**src/assert_macros.svh**
```systemverilog
// Assertion helpers used by the RTL.
`ifndef ASSERT_MACROS_SVH
`define ASSERT_MACROS_SVH

// Same-cycle implication, off while reset is high.
`define ASSERT_IMPLY(label, clk, rst, ante, cons) \
   label: assert property (@(posedge clk) disable iff (rst) (ante) |-> (cons)) \
      else $error("assertion failed");

// Next-cycle implication, off while reset is high.
`define ASSERT_NEXT(label, clk, rst, ante, cons) \
   label: assert property (@(posedge clk) disable iff (rst) (ante) |=> (cons)) \
      else $error("assertion failed");

`endif

```
**src/mbe_pkg.sv**
```systemverilog
package mbe_pkg;

   localparam int MAX_DIM   = 1024;
   localparam int FRAC_BITS = 28;

   localparam int CFG_W     = 32;
   localparam int CFG_FRAC  = 28;
   localparam int WORK_W    = FRAC_BITS + 4;
   localparam int OPND_W    = (WORK_W > CFG_W) ? WORK_W : CFG_W;
   localparam int PROD_W    = 2 * OPND_W;
   localparam int PIX_W     = 10;
   localparam int IDX_W     = $clog2(MAX_DIM);
   localparam int CNT_W     = 16;
   localparam int BRIGHT_W  = 8;
   localparam int CSR_IDX_W = 3;

   typedef enum logic [CSR_IDX_W-1:0] {
      CSR_X_ORIGIN = 3'd0,
      CSR_X_STEP   = 3'd1,
      CSR_Y_ORIGIN = 3'd2,
      CSR_Y_STEP   = 3'd3,
      CSR_LIMIT    = 3'd4
   } csr_index_type;

   typedef enum logic [2:0] {
      OP_HOLD      = 3'd0,
      OP_MUL_COORD = 3'd1,
      OP_FORM_C    = 3'd2,
      OP_MUL_Z     = 3'd3,
      OP_UPDATE_Z  = 3'd4
   } core_op_type;

   typedef struct packed {
      core_op_type op;
   } core_ctrl_type;

   typedef struct packed {
      logic escape;
   } core_status_type;

endpackage

```
**src/mbe_div.sv**
```systemverilog
module mbe_div (
   input  logic                          clock,
   input  logic                          reset,
   input  logic                          start,
   input  logic [mbe_pkg::CNT_W-1:0]     count,
   input  logic [mbe_pkg::CNT_W-1:0]     limit,
   output logic                          done,
   output logic [mbe_pkg::BRIGHT_W-1:0]  quotient
);
   import mbe_pkg::*;

   localparam int NUM_W  = CNT_W + BRIGHT_W;
   localparam int STEP_W = $clog2(BRIGHT_W);

   logic [NUM_W-1:0]    rem_ff, rem_in;
   logic [BRIGHT_W-1:0] q_ff, q_in;
   logic [STEP_W-1:0]   step_ff, step_in;
   logic                busy_ff, busy_in;
   logic                done_ff, done_in;
   logic [NUM_W-1:0]    trial;

   assign trial = NUM_W'(limit) << step_ff;

   always_comb begin
      rem_in  = rem_ff;
      q_in    = q_ff;
      step_in = step_ff;
      busy_in = busy_ff;
      done_in = 1'b0;
      if (start) begin
         // 255 * count as (count << 8) - count
         rem_in  = (NUM_W'(count) << BRIGHT_W) - NUM_W'(count);
         q_in    = '0;
         step_in = STEP_W'(BRIGHT_W - 1);
         busy_in = 1'b1;
      end else if (busy_ff) begin
         if (rem_ff >= trial) begin
            rem_in        = rem_ff - trial;
            q_in[step_ff] = 1'b1;
         end
         step_in = step_ff - 1'b1;
         if (step_ff == '0) begin
            busy_in = 1'b0;
            done_in = 1'b1;
         end
      end
   end

   always_ff @(posedge clock) begin
      if (reset) begin
         busy_ff <= 1'b0;
         done_ff <= 1'b0;
      end else begin
         busy_ff <= busy_in;
         done_ff <= done_in;
      end
      rem_ff  <= rem_in;
      q_ff    <= q_in;
      step_ff <= step_in;
   end

   assign done     = done_ff;
   // zero limit gives zero brightness
   assign quotient = (limit == '0) ? '0 : q_ff;

endmodule

```
**config.mk**
```make
export PLATFORM = sky130hd
export DESIGN_NAME = mbe_div
export DESIGN_NICKNAME = d
export VERILOG_FILES = /design/src/assert_macros.svh /design/src/mbe_pkg.sv /design/src/mbe_div.sv
export SDC_FILE = /design/constraint.sdc
export NUM_CORES = 1
export LEC_CHECK = 0
export BUFFER_PORTS_ARGS = -buffer_cell sky130_fd_sc_hd__buf_2
export CORE_MARGIN = 4
export CORE_UTILIZATION = 50
export CTS_CLUSTER_SIZE = 25
export DETAILED_ROUTE_END_ITERATION = 16
export PLACE_DENSITY = 0.8
export SKIP_CTS_REPAIR_TIMING = 1
export SYNTH_ARGS = -nofsm -noshare
export SYNTH_HDL_FRONTEND = slang
export SYNTH_SLANG_ARGS = --single-unit
```
**constraint.sdc**
```tcl
create_clock -name clock -period 5 [get_ports clock]
set_clock_uncertainty 0.1 [all_clocks]
set_input_delay 1.25 -clock clock [delete_from_list [all_inputs] [get_ports clock]]
set_output_delay 1.25 -clock clock [all_outputs]
set_load 0.02 [all_outputs]
```
==> results of run 1 <==
[per-layer routing]
metal  vias up  GRT usage, %  share of wire (%)
met4         0          5.78                1.6
li1       1950             -                  -
met2       161          33.8                 44
met5         -             0                  0
met3        20          3.11                7.2
met1      1801          30.5                 47
[cells in the final DEF, fill, tap and decap left out, types with 3 or more instances in the layout]
master / Yosys / routed
a21oi_1: 50 / 50
nand3_1: 8 / 8
inv_1: 34 / 34
nor2b_1: 5 / 5
xnor2_1: 22 / 22
or3_4: 3 / 3
mux2_2: 6 / 6
nand2b_1: 5 / 5
nand2_1: 52 / 52
a31oi_1: 9 / 9
buf_2: 0 / 43
nand4_1: 13 / 13
ha_1: 34 / 34
xor2_1: 11 / 11
clkbuf_8: 0 / 5
nor3_1: 4 / 4
a211o_1: 3 / 3
nor4_1: 5 / 5
mux2i_1: 21 / 21
o211ai_1: 6 / 6
o32ai_1: 8 / 8
o21a_1: 5 / 5
dfxtp_1: 13 / 13
o21ai_0: 32 / 31
buf_4: 0 / 5
mux4_2: 5 / 5
or3_1: 4 / 4
and2_1: 14 / 14
edfxtp_1: 24 / 24
and3_1: 6 / 6
nor2_1: 41 / 41
a21o_1: 10 / 10
a211oi_1: 6 / 6
[power groups by stage]
| stage | clock network, uW | registers, uW | logic, uW |
|---|---|---|---|
| 2_1_floorplan | 0 | 466 | 846 |
| 3_3_place_gp | 0 | 490 | 1070 |
| 3_5_place_dp | 0 | 489 | 1090 |
| 4_1_cts | 202 | 483 | 1100 |
| 5_1_grt | 214 | 492 | 1230 |
| 6_report | 198 | 487 | 1120 |
[kinds of logic (layout without fill, tap and decap cells)]
group,count (synthesis),in the layout,share of synthesized area [%]
simple gates,169,169,20.6
mux,32,32,9.43
buf+inv,57,89,5.17
fa+ha+maj,35,35,10.8
xor+xnor,33,33,6.98
flops,37,37,23.7
compound gates,150,150,23.4
[state kept, by name (all words and copies together) (netlist names)]
name,flops
busy_ff,1
rem_ff,24
q_ff,8
step_ff,3
done,1
[metrics by stage]
| stage | instances | worst slack, ns |
|---|---|---|
| floorplan | 513 | 0.373 |
| global placement | 640 | 0.305 |
| detailed placement | 640 | 0.277 |
| CTS | 647 | 0.488 |
| global route | 647 | 0.129 |
| finish | 647 | 0.465 |
[worst max-delay path, cell delays in order (launching register included)]
cell	delay, ns
dfxtp_1	1.02
inv_1	0.22
nor2_1	0.24
nand2_1	0.07
o21ai_0	0.12
mux2i_1	0.13
ha_1	0.46
nand4_1	0.22
nor2_1	0.27
nand2_1	0.08
a21oi_1	0.23
a2111oi_4	0.10
o21ai_2	0.86
[worst max-delay path by stage]
stage               start    endpoint  slack [ns]  depth (start not counted)
3_5_place_dp    limit[10]   rem_ff[0]        0.28                         10
2_1_floorplan   limit[10]   rem_ff[0]        0.37                         10
3_3_place_gp    limit[10]   rem_ff[0]        0.31                         10
5_1_grt        step_ff[1]  rem_ff[17]        0.13                         12
6_report       step_ff[1]   rem_ff[0]        0.46                         12
4_1_cts        step_ff[1]   rem_ff[0]        0.49                         12
[layout make-up]
class	count	area [sq um]
Fill cell	712	3370
Multi-Input combinational cell	419	2950
Sequential cell	37	981
Timing Repair Buffer	48	253
Inverter	34	128
Tap cell	102	128
Clock buffer	6	72.6
Clock inverter	1	3.75
==> metrics, run 1 <==
fin nets=615; buffer depth of the longest clock path=2; Sw Share=a little under half; global-route wire length before repair=17.4 mm; DIE WIDTH=~99 um; Die H=a little under 100 um; Root Buffer=clkbuf_8; initial antenna violation count=0; hold path endpoint=q_ff[4]; Synth top area share=roughly 17%; HPWL Detailed=8.24 mm; die area=about 9800 sq um; synthesized area=about 4100 sq um; count leader, synth=nand2_1; P&R area growth vs syn=9.04%; CTS tree=yes; gpl congestion=approximately 0.95; fin crit share=between 90% and 100%; Post-synth EDFFs=24; DRC errors left=0; WL final=around 10 mm; TritonRoute pass-1 iters=5; Synth Area per Inst=8.07 sq um; Critical Path End Type=register; Ports=44; sequential-to-total area share from yosys stat=about a quarter; leak pwr=0.00195 uW; vias per cell=between 6 and 7; worst hold path type=reg2reg; sequential power share=a little over a quarter; cell row count=32; vias in the first global route=3686; DR vias=between 3k and 4k; Critical Path Start Type=register; starting density of the core=between 50% and 60%; Slew HR=26.2%; CORE AREA=7890 sq um; Peak VDD IR=approximately 0.14 mV; IO Port Bufs=43; Placed Area=roughly 4400 sq um; distinct cell type count of the synthesized netlist=57; FMAX=roughly 0.22 GHz; NetSw=between 800 and 900 uW; syn nets=just under 600; share of cells above drive strength 1=13.8%; GRT Residual Overflow=0; Yosys warning count=0; Tmin final=around 4.5 ns; initial DRC count=~300; Clock power frac=11.0%; total track usage=21.4%; Clock Pin Slew Worst Setup and Hold Paths=about 0.070 ns; final core utilization=between 50% and 60%; crit-path max FO=29; Setup-failing EPs final=0; max-slew violations=0; top_reg_cell synth=edfxtp_1; total CTS buffers=5; drt wl/cell=16.2 um; synth top area cells=edfxtp_1 (17%), ha_1 (10%), dfxtp_1 (6.3%), a21oi_1 (6.0%), mux2i_1 (5.1%); H-tree Lvls=2; fin area=around 4500 sq um; Synth top cells by count=nand2_1 (52), a21oi_1 (50), nor2_1 (41), ha_1 (34), inv_1 (34); Synth Instances=a little over 500; setup total negative slack=0 ns; async set-reset flop share out of synthesis=0%; Reg2Reg Depth=12; status=finished, final reports clean; CTS Sinks=37; Setup Crit Path Kind=reg2reg; synthesis-stage register bit count=37; unrepaired setup endpoints after global routing=no; Hold Vio Cnt, Final=0; Skew-Pair Late Insertion Delay=0.29 ns; hold_ws=approximately 0.36 ns; hold path startpoint=q_ff[4]; Total Power=roughly 1800 uW; Power Internal=just under 1000 uW; Req. time, crit path=about 4.8 ns; reg-to-reg startpoint=step_ff[1]; hold depth=2; Max-cap violations=0; reg2reg end=rem_ff[0]; Final ANT Viol Nets=0; largest net degree at the start of global routing=46; Synth area leader=edfxtp_1; Power Density=approximately 400 nW/um^2; arrival time of the worst setup path=around 4.3 ns; diode count=0; register-to-register setup slack=around 0.46 ns; Gate power share=between 60% and 70%; slew at the pin closest to its max-slew limit=about 1.1 ns
Note: power is estimated with default switching activity, not from simulation.
==> inputs of run 2 (changes only) <==
PLACE_DENSITY = 0.77   (was 0.8)
==> run 2 against run 1 <==
  * Flip-flop and latch count unchanged
  * Cell count up 0.31%
  * Critical path depth grew 1
  * Global-route usage rose by 0.62 points
  * Sequential share of layout area fell by 0.11 points
==> metrics, run 2 (synthesis results as in run 1) <==
status=finished, final reports clean (unchanged); top routing layer used=met4 (unchanged); Power Density=402 nW/um^2 (was 400 nW/um^2); starting density of the core=52.5% (unchanged); met2 WL=4.71 mm (was 4.58 mm); TritonRoute pass-1 iters=5 (unchanged); unrepaired setup endpoints after global routing=no (unchanged); P&R area growth vs syn=9.58% (was 9.04%); DRC errors left=0 (unchanged); largest net degree at the start of global routing=46 (unchanged); crit-path max FO=24 (was 29); CTS Sinks=37 (unchanged); Skew-Pair Late Insertion Delay=0.30 ns (was 0.29 ns); CORE AREA=7890 sq um (unchanged); total CTS buffers=5 (unchanged); hold_ws=0.353 ns (was 0.356 ns); CP bufs+invs=1 (unchanged); GRT Residual Overflow=0 (unchanged); IO Port Bufs=43 (unchanged); Slew HR=24.2% (was 26.2%); setup total negative slack=0 ns (unchanged); slowest cell on the critical path=o21ai_2 (was dfxtp_1); DIE WIDTH=99.0 um (unchanged); leak pwr=0.00196 uW (was 0.00195 uW); Setup Crit Path Kind=in2reg (was reg2reg); hold depth=2 (unchanged); drt wl/cell=16.6 um (was 16.2 um); worst hold path type=reg2reg (unchanged); Largest Register=rem_ff (unchanged); cell row count=32 (unchanged); Max-cap violations=0 (unchanged); fin crit share=88.9% (was 90.7%); Clock Pin Slew Worst Setup and Hold Paths=0.08 ns (was 0.07 ns); initial DRC count=316 (was 302); most frequent cells in the layout=nand2_1 (52), a21oi_1 (50), buf_2 (43), nor2_1 (41) (unchanged); Reg2Reg Depth=12 (unchanged); vias in the first global route=3733 (was 3686); M1 wire length=5.12 mm (was 4.96 mm); most common cell after layout, fill and taps aside=nand2_1 (unchanged); Critical Path End Type=register (unchanged); die area=9800 sq um (unchanged); reg-to-reg startpoint=step_ff[1] (unchanged); CP cell instances=buf_2, mux2i_1, nand2_1, o21ai_0, mux2_2, ha_1, nand2_1, o21ai_1, a221o_1, o21ai_0, a21oi_1, a2111oi_4, o21ai_2 (was inv_1, nor2_1, nand2_1, o21ai_0, mux2i_1, ha_1, nand4_1, nor2_1, nand2_1, a21oi_1, a2111oi_4, o21ai_2); CTS tree=yes (unchanged); Worst Setup SP=limit[0] (was step_ff[1]); Fillers=765 (was 712); arrival time of the worst setup path=4.25 ns (was 4.34 ns); diode count=0 (unchanged); Routed met3 length=723 um (was 753 um); Final ANT Viol Nets=0 (unchanged); FMAX=0.225 GHz (was 0.220 GHz); Hold Vio Cnt, Final=0 (unchanged); buffer depth of the longest clock path=2 (unchanged); largest registers=rem_ff: 24 flops, q_ff: 8 flops, step_ff: 3 flops (unchanged); crit path capture=rem_ff[10] (was rem_ff[0]); register-to-register setup slack=0.56 ns (was 0.46 ns); Die H=99.0 um (unchanged); WL final=10.7 mm (was 10.5 mm); Ports=44 (unchanged); HPWL Detailed=8.54 mm (was 8.24 mm); max reg flops=24 (unchanged); CP delay by family, top=compound AO/OA/AOI/OAI gates (unchanged); slew at the pin closest to its max-slew limit=1.14 ns (was 1.11 ns); Tmin final=4.44 ns (was 4.54 ns); fin nets=616 (was 615); Peak VDD IR=0.188 mV (was 0.137 mV); Largest stage delay, worst path=0.89 ns (was 1.02 ns); vias per cell=6.10 (was 6.08); share of cells above drive strength 1=14.4% (was 13.8%); DR vias=3959 (was 3932); Root Buffer=clkbuf_8 (unchanged); H-tree Lvls=2 (unchanged); initial antenna violation count=0 (unchanged); global-route wire length before repair=17.7 mm (was 17.4 mm); gpl congestion=0.923 (was 0.950); WP depth=13 (was 12); Req. time, crit path=4.81 ns (was 4.80 ns); Critical Path Start Type=input port (was register); Setup-failing EPs final=0 (unchanged); total track usage=22.0% (was 21.4%); reg2reg end=rem_ff[10] (was rem_ff[0]); max-slew violations=0 (unchanged)
run 2: stage by stage:
step	worst slack (ns)	total power [uW]	instance area [sq um]	cells	util [%]
global route	0.154	1960	4540	649	57.5
global placement	0.405	1570	4450	641	56.4
CTS	0.559	1800	4540	649	57.5
detailed placement	0.270	1580	4450	641	56.4
floorplan	0.373	1310	4140	513	-
finish	0.557	1820	4540	649	57.5
run 2: worst min-delay path: cells and delay by family (launching register included):
family | cells | cell delay [ns]
flip-flops | 1 | 0.32
AO/OA/AOI/OAI | 1 | 0.05
buffers and inverters | 1 | 0.05
run 2: worst min path at each step:
stage,startpoint,endpoint,slack (ns)
floorplan,q_ff[2],q_ff[2],0.33
global placement,q_ff[0],q_ff[0],0.34
detailed placement,q_ff[2],q_ff[2],0.34
CTS,q_ff[2],q_ff[2],0.36
global route,q_ff[4],q_ff[4],0.39
finish,q_ff[2],q_ff[2],0.35
run 2: cell type report:
class                      instances  area, sq um  area share (%)
multi-input combinational        419         2950            65.0
timing repair buffer              49          260            5.74
clock buffer                       5         68.8            1.52
tap                              102          128            2.81
inverter                          34          128            2.81
sequential                        37          981            21.6
clock inverter                     3         22.5           0.496
run 2: metal layers:
metal  vias up  track usage, %
li1       1957               -
met2       156            34.3
met3        16            3.68
met4         0            6.20
met5         -               0
met1      1830            31.3
run 2: where the power goes:
part           leakage [uW]  switching, uW  total, uW  internal (uW)
clock             0.0000481            114        213           98.8
combinational       0.00157            666       1120            451
sequential         0.000345           54.1        494            440
==> inputs of run 3 (changes only) <==
ABC_AREA = 1   (was default)
==> run 3 against run 2 <==
  * Synthesized cell count rose by 48%
  * Critical path depth rose by 3
  * Flip-flop and latch count stayed put
  * Hold slack improved by 0.0087 ns
  * First-iteration DRC count rose by 4.1%
  * Register-to-register slack improved by 0.75 ns
  * Maximum frequency grew 13%
  * Clock power is 4% lower
  * Non-clock buffer count shrank 3
  * Wire length is 23% higher
  * Combinational power fell by 13%
  * Largest power group unchanged
==> metrics, run 3 <==
setup total negative slack=0 ns (unchanged); WL final=13.3 mm (was 10.7 mm); Hold Vio Cnt, Final=0 (unchanged); worst hold path type=reg2reg (unchanged); largest net degree at the start of global routing=38 (was 46); final core utilization=56.2% (was 57.5%); Die H=104 um (was 99.0 um); Setup-failing EPs final=0 (unchanged); share of cells above drive strength 1=10.5% (was 14.4%); Critical Path Start Type=input port (unchanged); Ports=44 (unchanged); status=finished, final reports clean (unchanged); arrival time of the worst setup path=3.79 ns (was 4.25 ns); placed insts=894 (was 641); DR vias=5007 (was 3959); Synth Area per Inst=6.03 sq um (was 8.07 sq um); slew at the pin closest to its max-slew limit=0.689 ns (was 1.14 ns); Req. time, crit path=4.86 ns (was 4.81 ns); fin nets=863 (was 616); Synth top area share=17.0% (was 17.4%); initial DRC count=329 (was 316); total CTS buffers=5 (unchanged); Yosys warning count=0 (unchanged); FMAX=0.255 GHz (was 0.225 GHz); CTS tree=yes (unchanged); die area=10700 sq um (was 9800 sq um); starting density of the core=51.8% (was 52.5%); CTS Sinks=37 (unchanged); leak pwr=0.00243 uW (was 0.00196 uW); distinct cell type count of the synthesized netlist=43 (was 57); cell row count=34 (was 32); diode count=0 (unchanged); Max-cap violations=0 (unchanged); vias per cell=5.55 (was 6.10); Critical Path End Type=register (unchanged); total track usage=24.5% (was 22.0%); Placed Area=4870 sq um (was 4450 sq um); Final ANT Viol Nets=0 (unchanged); drt wl/cell=14.7 um (was 16.6 um); largest registers=rem_ff: 24 flops, q_ff: 8 flops, step_ff: 3 flops (unchanged); most frequent cells in the layout=nand2_1 (207), inv_1 (96), nor2_1 (82), o21ai_0 (64), nand3_1 (62) (was nand2_1 (52), a21oi_1 (50), buf_2 (43), nor2_1 (41)); Synth Instances=757 (was 513); Skew-Pair Late Insertion Delay=0.29 ns (was 0.30 ns); async set-reset flop share out of synthesis=0% (unchanged); H-tree Lvls=2 (unchanged); TritonRoute pass-1 iters=5 (unchanged); Peak VDD IR=0.126 mV (was 0.188 mV); Setup Crit Path Kind=in2reg (unchanged); max-slew violations=0 (unchanged); vias in the first global route=4779 (was 3733); IO Port Bufs=43 (unchanged); global-route wire length before repair=21.9 mm (was 17.7 mm); fin crit share=78.5% (was 88.9%); Slew HR=54.1% (was 24.2%); synthesized area=4570 sq um (was 4140 sq um); P&R area growth vs syn=8.41% (was 9.58%); HPWL Detailed=11.0 mm (was 8.54 mm); top_reg_cell synth=edfxtp_1 (unchanged); most common cell after layout, fill and taps aside=nand2_1 (unchanged); unrepaired setup endpoints after global routing=no (unchanged); count leader, synth=nand2_1 (unchanged); Tmin final=3.93 ns (was 4.44 ns); synth top area cells=nand2_1 (17%), edfxtp_1 (16%), ha_1 (9.3%), inv_1 (7.9%), o21ai_0 (7.0%) (was edfxtp_1 (17%), ha_1 (10%), dfxtp_1 (6.3%), a21oi_1 (6.0%), mux2i_1 (5.1%)); CORE AREA=8810 sq um (was 7890 sq um); register-to-register setup slack=1.31 ns (was 0.56 ns); post-route insts no fill=902 (was 649); initial antenna violation count=0 (unchanged); DRC errors left=0 (unchanged); crit-path max FO=24 (unchanged); Synth area leader=nand2_1 (was edfxtp_1); GRT Residual Overflow=0 (unchanged); Post-synth EDFFs=24 (unchanged); Total Power=1620 uW (was 1820 uW); sequential-to-total area share from yosys stat=21.5% (was 23.7%); fin area=4950 sq um (was 4540 sq um); Synth top cells by count=nand2_1 (207), inv_1 (96), nor2_1 (82), o21ai_0 (64), nand3_1 (62) (was nand2_1 (52), a21oi_1 (50), nor2_1 (41), ha_1 (34), inv_1 (34)); gpl congestion=0.993 (was 0.923); DIE WIDTH=104 um (was 99.0 um); max reg flops=24 (unchanged); syn nets=827 (was 583); Clock Pin Slew Worst Setup and Hold Paths=0.07 ns (was 0.08 ns); buffer depth of the longest clock path=2 (unchanged); Fillers=912 (was 765); Power Density=326 nW/um^2 (was 402 nW/um^2); Root Buffer=clkbuf_8 (unchanged); Largest Register=rem_ff (unchanged); synthesis-stage register bit count=37 (unchanged)
[run 3: cell count changes after synthesis, moves of 8 or more]
cell and change:
a31oi_1 -9, xnor2_1 -17, a21oi_1 +8, clkbuf_1 -9
nand2_1 +155, o21ai_0 +32, o32ai_1 -8, nor2_1 +41
inv_1 +62, mux2i_1 -15, o21ai_1 +9, nand3_1 +54
a21o_1 -9, and2_1 -12
[run 3: final timing paths]
path | startpoint | depth (start not counted) | end
worst max-delay path | limit[15] | 16 | rem_ff[1]
worst min-delay path | q_ff[4] | 2 | q_ff[4]
worst max register to register | step_ff[0] | 16 | rem_ff[1]
worst min register to register | q_ff[4] | 2 | q_ff[4]
[run 3: logic make-up after synthesis]
group	after synthesis	synth area share, %
adder cells (fa/ha/maj)	35	9.76
multiplexers	6	1.32
flip-flops	37	21.5
XOR/XNOR	11	2.11
buffers and inverters	121	10.1
AO/OA/AOI/OAI	147	17.0
AND/OR/NAND/NOR	400	38.3
[run 3: metrics by stage]
step	worst slack [ns]	hold WS, ns
after floorplan	1.20	0.336
after global placement	0.849	0.345
after detailed placement	0.810	0.351
after CTS	1.11	0.363
after global routing	0.752	0.379
final	1.07	0.362
[run 3: power by group]
part           leakage, uW  total (uW)  switching [uW]  internal, uW
Clock            0.0000422         205             107          97.9
Sequential        0.000348         437            31.9           405
Combinational      0.00204         973             641           332
[run 3: cell type report]
| type | count | area (sq um) | share of cell area [%] |
|---|---|---|---|
| multi-input cells | 599 | 3120 | 63.1 |
| flip-flops and latches | 37 | 981 | 19.8 |
| inverters | 104 | 390 | 7.89 |
| repair buffers | 46 | 238 | 4.80 |
| well taps | 108 | 135 | 2.73 |
| clock buffers | 7 | 76.3 | 1.54 |
| clock inverters | 1 | 5.00 | 0.101 |
[run 3: critical path, cell delays in order]
cell and delay [ns]:
buf_2 0.10, inv_1 0.07, o21ai_0 0.35, o21ai_0 0.15, inv_1 0.09, o21ai_0 0.13, ha_1 0.45, nand2_2 0.12
nor2_4 0.15, nand2_2 0.07, nor2_1 0.11, nand2_1 0.10, nand4_4 0.17, nand2_1 0.07, nand2_1 0.07, buf_4 0.32
[run 3: metal layers]
| metal | wire (um) | GRT usage, % |
|---|---|---|
| met2 | 6470 | 44.6 |
| met1 | 5720 | 29.1 |
| met5 | 0 | 0 |
| met3 | 616 | 2.80 |
| met4 | 462 | 10.3 |
